### src/hw/rtl/qibu_pkg.sv
// Shared types and constants for the quantum-inspired probability update block.
package qibu_pkg;

	localparam int NUM_STOCKS_DEF         = 64;
	localparam int PROB_FRACTION_BITS_DEF = 16;
	localparam int ANGLE_W                = 13;
	localparam int FIT_W                  = 32;
	localparam int VEC_W                  = 64;
	localparam int IDX_W                  = 6;

	localparam logic [ANGLE_W-1:0]      ANGLE_RESET = 13'd26;
	localparam logic signed [FIT_W-1:0] SCORE_MIN   = 32'sh8000_0000;
	localparam logic signed [FIT_W-1:0] SCORE_MAX   = 32'sh7FFF_FFFF;

	typedef enum logic [1:0] {
		CMD_SAMPLE = 2'd0,
		CMD_REPORT = 2'd1,
		CMD_UPDATE = 2'd2,
		CMD_NOP    = 2'd3
	} cmd_t;

	typedef enum logic [1:0] {
		ST_IDLE   = 2'd0,
		ST_SAMP   = 2'd1,
		ST_UPD_RD = 2'd2,
		ST_UPD_WR = 2'd3
	} state_t;

	typedef struct packed {
		logic [1:0]              command;
		logic [15:0]             random_fraction;
		logic signed [FIT_W-1:0] fitness;
	} qibu_in_t;

	typedef struct packed {
		logic                    sampled_bit;
		logic [IDX_W-1:0]        stock_index;
		logic                    new_best;
		logic signed [FIT_W-1:0] best_fitness;
		logic [VEC_W-1:0]        best_vector;
	} qibu_out_t;

	typedef struct packed {
		logic best_bit;
		logic worst_bit;
	} rot_sel_t;

endpackage

### src/hw/rtl/qibu_ram.sv
// Generic single-write, single-read RAM with registered read data.
module qibu_ram #(
	parameter int WIDTH = 17,
	parameter int DEPTH = 64,
	parameter int AW    = (DEPTH > 1) ? $clog2(DEPTH) : 1
) (
	input  logic             clk,
	input  logic             we,
	input  logic [AW-1:0]    waddr,
	input  logic [WIDTH-1:0] wdata,
	input  logic             re,
	input  logic [AW-1:0]    raddr,
	output logic [WIDTH-1:0] rdata
);

	logic [WIDTH-1:0] mem_q [DEPTH];
	logic [WIDTH-1:0] rdata_q;

	always_ff @(posedge clk) begin
		if (we) begin
			mem_q[waddr] <= wdata;
		end
		if (re) begin
			rdata_q <= mem_q[raddr];
		end
	end

	assign rdata = rdata_q;

endmodule

### src/hw/rtl/qibu_rotate.sv
// Probability rotation unit: mirror across one half, then step by the angle with saturation.
module qibu_rotate #(
	parameter int PROB_FRACTION_BITS = qibu_pkg::PROB_FRACTION_BITS_DEF,
	parameter int PW                 = PROB_FRACTION_BITS + 1
) (
	input  logic [PW-1:0]     prob,
	input  logic [PW-1:0]     angle,
	input  qibu_pkg::rot_sel_t sel,
	output logic [PW-1:0]     prob_nxt
);
	import qibu_pkg::*;

	localparam logic [PW-1:0] ONE  = PW'(1) << PROB_FRACTION_BITS;
	localparam logic [PW-1:0] HALF = PW'(1) << (PROB_FRACTION_BITS - 1);

	logic [PW-1:0] pm_dn;
	logic [PW-1:0] res_dn;
	logic [PW-1:0] pm_up;
	logic [PW-1:0] res_up;

	always_comb begin
		pm_dn  = (prob > HALF) ? ONE - prob : prob;
		res_dn = (pm_dn > angle) ? pm_dn - angle : '0;
		pm_up  = (prob < HALF) ? ONE - prob : prob;
		res_up = ((ONE - pm_up) > angle) ? pm_up + angle : ONE;
		if (!sel.best_bit && sel.worst_bit) begin
			prob_nxt = res_dn;
		end else if (sel.best_bit && !sel.worst_bit) begin
			prob_nxt = res_up;
		end else begin
			prob_nxt = prob;
		end
	end

endmodule

### src/hw/rtl/quantum_inspired_beta_update_top.sv
// Top level of the quantum-inspired probability update block.
// Keeps one selection probability per stock in a RAM and answers three commands, one result word
// per command word. A report (and the unused command code) registers its result straight from
// the command word; a sample waits for the probability from the RAM's registered read port; an
// update visits every entry in turn, as the single rotation unit reads and then writes back one
// probability per entry through that one RAM. A new command word is taken only when the block is
// idle and the result register is empty or being emptied. Probabilities read as one half until
// first written, so no clearing pass follows reset.
module quantum_inspired_beta_update_top #(
	parameter int NUM_STOCKS         = qibu_pkg::NUM_STOCKS_DEF,
	parameter int PROB_FRACTION_BITS = qibu_pkg::PROB_FRACTION_BITS_DEF
) (
	input  logic                            clk,
	input  logic                            arst_n,
	input  logic                            cfg_we,
	input  logic [qibu_pkg::ANGLE_W-1:0]    cfg_wdata,
	input  logic                            in_valid,
	output logic                            in_ready,
	input  qibu_pkg::qibu_in_t              in_data,
	output logic                            out_valid,
	input  logic                            out_ready,
	output qibu_pkg::qibu_out_t             out_data
);
	import qibu_pkg::*;

	localparam int PW  = PROB_FRACTION_BITS + 1;
	localparam int IW  = (NUM_STOCKS > 1) ? $clog2(NUM_STOCKS) : 1;
	localparam int SHL = (PROB_FRACTION_BITS >= 16) ? PROB_FRACTION_BITS - 16 : 0;
	localparam int SHR = (PROB_FRACTION_BITS < 16) ? 16 - PROB_FRACTION_BITS : 0;
	localparam logic [PW-1:0] HALF = PW'(1) << (PROB_FRACTION_BITS - 1);
	localparam logic [IW-1:0] LAST = IW'(NUM_STOCKS - 1);

	state_t                  state_q, state_nxt;
	logic [ANGLE_W-1:0]      angle_q;
	logic [15:0]             rnd_q;
	logic [IW-1:0]           pos_q;
	logic [IW-1:0]           idx_q;
	logic [NUM_STOCKS-1:0]   cand_q;
	logic [NUM_STOCKS-1:0]   best_bits_q;
	logic signed [FIT_W-1:0] best_score_q;
	logic [NUM_STOCKS-1:0]   worst_bits_q;
	logic signed [FIT_W-1:0] worst_score_q;
	logic [NUM_STOCKS-1:0]   valid_q;
	logic                    rd_valid_q;
	logic                    out_valid_q;
	qibu_out_t               out_data_q;

	logic                    accept;
	cmd_t                    cmd;
	logic                    rd_en;
	logic [IW-1:0]           rd_addr;
	logic                    wr_en;
	logic                    samp_done;
	logic                    do_report;
	logic                    do_nop;
	logic                    upd_start;
	logic                    upd_last;
	logic                    ld_out;

	logic [PW-1:0]           ram_rdata;
	logic [PW-1:0]           prob_rd;
	logic [PW-1:0]           prob_wr;
	logic [PW+12:0]          ang_ext;
	logic [PW-1:0]           angle;
	logic [PW+15:0]          rnd_ext;
	logic [PW-1:0]           rnd_scaled;
	logic                    samp_bit;
	rot_sel_t                sel;

	logic                    beat_best;
	logic                    beat_worst;
	logic signed [FIT_W-1:0] best_score_nxt;
	logic [NUM_STOCKS-1:0]   best_bits_nxt;
	qibu_out_t               out_nxt;

	assign accept   = in_valid && in_ready;
	assign cmd      = cmd_t'(in_data.command);
	assign in_ready = (state_q == ST_IDLE) && (!out_valid_q || out_ready);

	always_comb begin
		state_nxt = state_q;
		case (state_q)
			ST_IDLE: begin
				if (accept && cmd == CMD_SAMPLE) begin
					state_nxt = ST_SAMP;
				end else if (accept && cmd == CMD_UPDATE) begin
					state_nxt = ST_UPD_RD;
				end
			end
			ST_SAMP:   state_nxt = ST_IDLE;
			ST_UPD_RD: state_nxt = ST_UPD_WR;
			ST_UPD_WR: state_nxt = (idx_q == LAST) ? ST_IDLE : ST_UPD_RD;
			default:   state_nxt = ST_IDLE;
		endcase
	end

	always_comb begin
		rd_en     = 1'b0;
		rd_addr   = pos_q;
		wr_en     = 1'b0;
		samp_done = 1'b0;
		do_report = 1'b0;
		do_nop    = 1'b0;
		upd_start = 1'b0;
		upd_last  = 1'b0;
		case (state_q)
			ST_IDLE: begin
				if (accept) begin
					case (cmd)
						CMD_SAMPLE: rd_en     = 1'b1;
						CMD_REPORT: do_report = 1'b1;
						CMD_UPDATE: upd_start = 1'b1;
						default:    do_nop    = 1'b1;
					endcase
				end
			end
			ST_SAMP: samp_done = 1'b1;
			ST_UPD_RD: begin
				rd_en   = 1'b1;
				rd_addr = idx_q;
			end
			ST_UPD_WR: begin
				wr_en    = 1'b1;
				upd_last = (idx_q == LAST);
			end
			default: ;
		endcase
	end

	assign ld_out = samp_done || do_report || do_nop || upd_last;

	qibu_ram #(
		.WIDTH(PW),
		.DEPTH(NUM_STOCKS),
		.AW   (IW)
	) u_prob_ram (
		.clk  (clk),
		.we   (wr_en),
		.waddr(idx_q),
		.wdata(prob_wr),
		.re   (rd_en),
		.raddr(rd_addr),
		.rdata(ram_rdata)
	);

	assign prob_rd    = rd_valid_q ? ram_rdata : HALF;
	assign ang_ext    = {{PW{1'b0}}, angle_q};
	assign angle      = PW'((ang_ext << SHL) >> SHR);
	assign rnd_ext    = {{PW{1'b0}}, rnd_q};
	assign rnd_scaled = PW'((rnd_ext << SHL) >> SHR);
	assign samp_bit   = rnd_scaled < prob_rd;

	assign sel.best_bit  = best_bits_q[idx_q];
	assign sel.worst_bit = worst_bits_q[idx_q];

	qibu_rotate #(
		.PROB_FRACTION_BITS(PROB_FRACTION_BITS),
		.PW                (PW)
	) u_rotate (
		.prob    (prob_rd),
		.angle   (angle),
		.sel     (sel),
		.prob_nxt(prob_wr)
	);

	always_comb begin
		beat_best      = in_data.fitness > best_score_q;
		beat_worst     = in_data.fitness < worst_score_q;
		best_score_nxt = best_score_q;
		best_bits_nxt  = best_bits_q;
		if (do_report && beat_best) begin
			if (in_data.fitness < 0) begin
				best_score_nxt = '0;
				best_bits_nxt  = '0;
			end else begin
				best_score_nxt = in_data.fitness;
				best_bits_nxt  = cand_q;
			end
		end
		out_nxt.sampled_bit  = samp_done && samp_bit;
		out_nxt.stock_index  = samp_done ? IDX_W'(pos_q) : '0;
		out_nxt.new_best     = do_report && beat_best;
		out_nxt.best_fitness = best_score_nxt;
		out_nxt.best_vector  = VEC_W'(best_bits_nxt);
	end

	always_ff @(posedge clk or negedge arst_n) begin
		if (!arst_n) begin
			state_q       <= ST_IDLE;
			angle_q       <= ANGLE_RESET;
			pos_q         <= '0;
			idx_q         <= '0;
			cand_q        <= '0;
			best_bits_q   <= '0;
			best_score_q  <= SCORE_MIN;
			worst_bits_q  <= '0;
			worst_score_q <= SCORE_MAX;
			valid_q       <= '0;
			rd_valid_q    <= 1'b0;
			out_valid_q   <= 1'b0;
		end else begin
			state_q <= state_nxt;
			if (cfg_we) begin
				angle_q <= cfg_wdata;
			end
			if (rd_en) begin
				rd_valid_q <= valid_q[rd_addr];
			end
			if (samp_done) begin
				cand_q[pos_q] <= samp_bit;
				pos_q         <= (pos_q == LAST) ? '0 : pos_q + IW'(1);
			end
			if (do_report) begin
				best_score_q <= best_score_nxt;
				best_bits_q  <= best_bits_nxt;
				pos_q        <= '0;
				if (beat_worst) begin
					worst_score_q <= in_data.fitness;
					worst_bits_q  <= cand_q;
				end
			end
			if (upd_start) begin
				idx_q <= '0;
			end
			if (wr_en) begin
				valid_q[idx_q] <= 1'b1;
				idx_q          <= idx_q + IW'(1);
			end
			if (upd_last) begin
				worst_score_q <= SCORE_MAX;
				pos_q         <= '0;
			end
			if (ld_out) begin
				out_valid_q <= 1'b1;
			end else if (out_ready) begin
				out_valid_q <= 1'b0;
			end
		end
	end

	always_ff @(posedge clk) begin
		if (accept) begin
			rnd_q <= in_data.random_fraction;
		end
		if (ld_out) begin
			out_data_q <= out_nxt;
		end
	end

	assign out_valid = out_valid_q;
	assign out_data  = out_data_q;

	a_samp_result: assert property (@(posedge clk) disable iff (!arst_n)
		state_q == ST_SAMP |=> out_valid_q)
		else $error("sample finished without a result word");

	a_upd_walk: assert property (@(posedge clk) disable iff (!arst_n)
		state_q == ST_UPD_RD |=> state_q == ST_UPD_WR && $stable(idx_q))
		else $error("update walk lost its entry");

	a_best_monotonic: assert property (@(posedge clk) disable iff (!arst_n)
		state_q != ST_IDLE |=> $signed(best_score_q) >= $signed($past(best_score_q)))
		else $error("global best score decreased");

	a_no_accept_busy: assert property (@(posedge clk) disable iff (!arst_n)
		(state_q == ST_UPD_WR && idx_q != LAST) |=> !in_ready)
		else $error("command word taken during update walk");

endmodule
### config.mk
export PLATFORM = sky130hd
export DESIGN_NAME = quantum_inspired_beta_update_top
export DESIGN_NICKNAME = d
export VERILOG_FILES = /design/src/hw/rtl/qibu_pkg.sv /design/src/hw/rtl/qibu_ram.sv /design/src/hw/rtl/qibu_rotate.sv /design/src/hw/rtl/quantum_inspired_beta_update_top.sv
export SDC_FILE = /design/constraint.sdc
export NUM_CORES = 2
export LEC_CHECK = 0
export ABC_AREA = 1
export BUFFER_PORTS_ARGS = -buffer_cell sky130_fd_sc_hd__buf_2
export CAP_MARGIN = 40
export CORE_UTILIZATION = 51
export CTS_CLUSTER_DIAMETER = 50
export DETAILED_ROUTE_END_ITERATION = 10
export PLACE_DENSITY = 0.64
export SYNTH_ARGS = -nofsm -noshare
export SYNTH_HDL_FRONTEND = slang
export SYNTH_SLANG_ARGS = --single-unit
### constraint.sdc
create_clock -name clk -period 10.7 [get_ports clk]
set_input_delay 1.07 -clock clk [delete_from_list [all_inputs] [get_ports clk]]
set_output_delay 1.07 -clock clk [all_outputs]
set_load 0.02 [all_outputs]
==> results.md <==
* Crit path largest cell delay at 670 ps
* Peak supply drop at 0.293 mV
* Inst Count DP at 7654
* Top-area cell type share of the netlist area at 54.5%
* Finish-stage setup viols at 0
* RR Endpoint: u_prob_ram.mem_q[19][10]
* Leak Pwr at 28.1 nW
* Complex-gate fraction of the synthesized area at 14.0%
* Fin crit period at 5860 ps
* Hold buffer count at CTS at 0
* Max-Cap Viols at 0
* CP Launch Type: flop
* Proportion of synthesized chip area in sequential cells at 67.4%
* Detailed Place HPWL at 112000 um
* WL per Instance at 23.3 um
* Crit path buffers/inverters at 3
* IO Pins at 174
* Reg2reg setup slack at 4840 ps
* Crit-path leading delay family: simple AND/OR/NAND/NOR gates
* Die Span Y at 366 um
* CTS tree: built
* Overflow after GRT at 0
* Cell variety after synth at 55
* Die Width at 366 um
* Levels on crit path at 20
* CP Capture Type: flop
* Largest family of logic cells by synthesized area: compound AO/OA/AOI/OAI gates
* DRT antenna net count at 0
* Mapped Area at 0.0676 mm^2
* Post-synthesis adder-cell area fraction at 2.28%
* Critical path origin: rd_valid_q
* Count of final hold-check violations at 0
* Synth warnings at 0
* Latest clock arrival within the worst-skew pair at 800 ps
* Worst-path clk slew at 60 ps
* Slew Limit Fails at 0
* First-pass GRT wire length at 279000 um
* First-pass DRT Iterations at 8
* Slowest cell on the critical path: nand3_2
* Met1 track demand over resource at 41.3%
* Gr usage total at 27.4%
* Setup ws final at 4840 ps
* Design Area, Final at 0.0763 mm^2
* Xor and xnor area share after synthesis at 0.506%
* DR iter-0 viols at 5693
* Setup crit end: u_prob_ram.mem_q[19][10]
* Tcrit/Tclk final at 54.8%
* PostCTS Resize Cnt at 0
* Final WL at 186000 um
* Die ar. at 0.134 mm^2
* Synth Area per Inst at 11.4 um^2
* Mapped Cells at 5925
* Worst EP arrival at 6360 ps
* RSZ-0062 raised after global routing: no
* Initial antenna violation count at 3
* Layout cells sized above 1 at 13.6%
* Worst Max-Slew Pin Slew at 1000 ps
* Setup tns final at 0 ps
* Maximum number of pins on one net before global-route repair at 209
* Power per cell area at 322 mW/mm^2
* Path depth of the worst reg2reg path at 20
* Post-Synth Simple-Gate Area at 11.7%
* Area Overhead vs Synth at 12.9%
* Met3 Track Usage GR at 4.01%
* Clk sinks at 1574
* HP Class: in -> async
* Critical Setup Path Class: reg -> reg
* Top cells by area, synth: edfxtp_1 (54%), dfrtp_1 (12%), o21ai_0 (6.8%), nor2_1 (4.1%), nand2_1 (3.6%)
* Core area at 0.131 mm^2
* Starting density of the core at 51.4%
* Critical Path RT at 11200 ps
* Final GP Congestion at 0.927
* Place WS at 4900 ps
* Vias/cell at 5.94
* CTS buffer count at 169
* Final net count at 6260
* Post-route DRC at 0
* CTS Buffer Depth at 3
* Yosys reg bits at 1574
* Final Non-Filler Cells at 7966
* Top Usage Layer GRT: met1
* Post-CTS Setup Bufs at 0
* Grt met2 use at 41.2%
* Dpl cell area at 0.0709 mm^2
* Buffers on Ports at 173
* R2r startpoint: rd_valid_q
* Vias in the first global route at 44500
* Row count at 133
* CP Max Fanout at 33
* Worst-path cell chain: buf_4 > nand2_1 > ha_1 > nand3_1 > nor2_2 > nand3_1 > nand3b_1 > nand2_2 > inv_2 > nand2_1 > o21ai_0 > ha_1 > a21oi_1 > o21ai_0 > a21oi_1 > o21a_1 > o2111ai_2 > nand3b_1 > nand3_2 > buf_4
* Largest area contributor in the netlist: edfxtp_1
* Worst slew margin at 33.3%
* Root buffer cell: clkbuf_16
* Syn Nets at 6115
* Layout Skew at 30.8 ps
* H-tree depth at 4
* Multiplexer share of the synthesized area at 0.0611%
* Maximum clock frequency at 171 MHz
* Via count at 47300
* Status: complete, no violations
[flip-flops by register name, indices dropped and copies added, names as in the netlist, 2 cells and up]
name	flops
best_bits_q	64
pos_q	6
out_data	104
valid_q	64
angle_q	13
state_q	2
idx_q	6
rnd_q	16
cand_q	64
worst_score_q	32
u_prob_ram.mem_q	1088
best_score_q	32
u_prob_ram.rdata	17
worst_bits_q	64
[power breakdown]
part,switching (mW),total (mW),internal [mW]
sequential,0.265,8.40,8.13
combinational,7.77,10.5,2.74
clock,2.43,5.64,3.20
total,10.5,24.5,14.1
[worst min path at each step]
stage                             endpoint  slack (ps)  cells past startpoint
after detailed placement       valid_q[19]         450                      2
after global placement         valid_q[19]         440                      2
after CTS                 best_score_q[27]         320                      1
final                     best_score_q[25]         290                      1
after global routing      best_score_q[25]         320                      1
after floorplan                valid_q[13]         430                      2
[cells in the final DEF, fill, tap and decap left out, types with 8 or more instances in the layout]
cell type	instances
nand4_1	30
edfxtp_1	1225
o211ai_1	174
buf_2	176
ha_1	120
inv_2	8
bufinv_16	9
nand3_1	230
nor3_1	26
xor2_1	30
nor2_2	44
dfrtp_1	314
nand2_2	15
o21ai_0	922
nand2_1	635
clkbuf_1	36
nor2_1	711
a31oi_1	46
or2_2	127
o221ai_1	136
inv_1	317
nand3b_1	13
clkinv_1	37
o22ai_1	139
clkinv_2	27
buf_4	142
inv_6	10
a22oi_1	19
clkbuf_16	172
dfstp_2	35
xnor2_1	9
a21oi_1	160
nand3_2	13
[layer usage]
metal,vias to the layer above,wire length [um]
li1,21700,-
met1,23200,81800
met2,2088,83800
met3,292,15200
met4,0,4920
met5,-,0
[synth_stat cells (all sizes together)]
master,count
o22ai,139
o2bb2ai,1
nand3b,13
a21o,1
clkbuf,306
nor4,3
o311ai,1
nand3,245
a21oi,160
xnor2,9
a221oi,2
a31oi,46
nand4,30
and3,1
o32ai,1
nand2,654
mux2,1
or2,127
o21bai,3
fa,2
clkinv,5
edfxtp,1225
inv,328
o21a,2
o31ai,6
nor2,759
xor2,30
buf,58
o211ai,174
o221ai,136
a211oi,4
dfrtp,314
dfstp,35
o21ai,930
nor3b,2
mux2i,3
a22o,1
a22oi,19
ha,120
nor3,26
o2111ai,3
[cell type report]
type,count,area [um^2]
fill,10800,55200
sequential,1574,45600
multi-input combinational,3654,19500
clock buffer,210,4470
timing repair buffer,338,2340
tap,1755,2200
inverter,333,1270
clock inverter,101,888
antenna,1,2.50
[through the flow]
step | power (mW) | hold slack (ps) | util (%)
after floorplan | 15.1 | 427 | -
after global placement | 18.6 | 438 | 53.7
after detailed placement | 18.8 | 445 | 53.9
after CTS | 24.5 | 317 | 58.0
after global routing | 25.8 | 321 | 58.0
final | 24.5 | 290 | 58.0
[cell families (layout without fill, tap and decap cells)]
family                     count (synthesis)  after routing
and+or+nand+nor                         1860           1860
adders and majority gates                122            122
DFF                                     1574           1574
muxes                                      4              4
buffers and inverters                    697            982
other                                      0              1
AOI/OAI and AO/OA                       1629           1629
xor gates and xnor gates                  39             39
[worst reg2reg max path, delay by kind of cell (launching register included)]
kind	cells	cell delay, ps
flops	1	490
simple gates	9	2220
compound gates	6	1240
buf+inv	3	980
fa+ha+maj	2	640
Power figures use the tool's default switching activity.
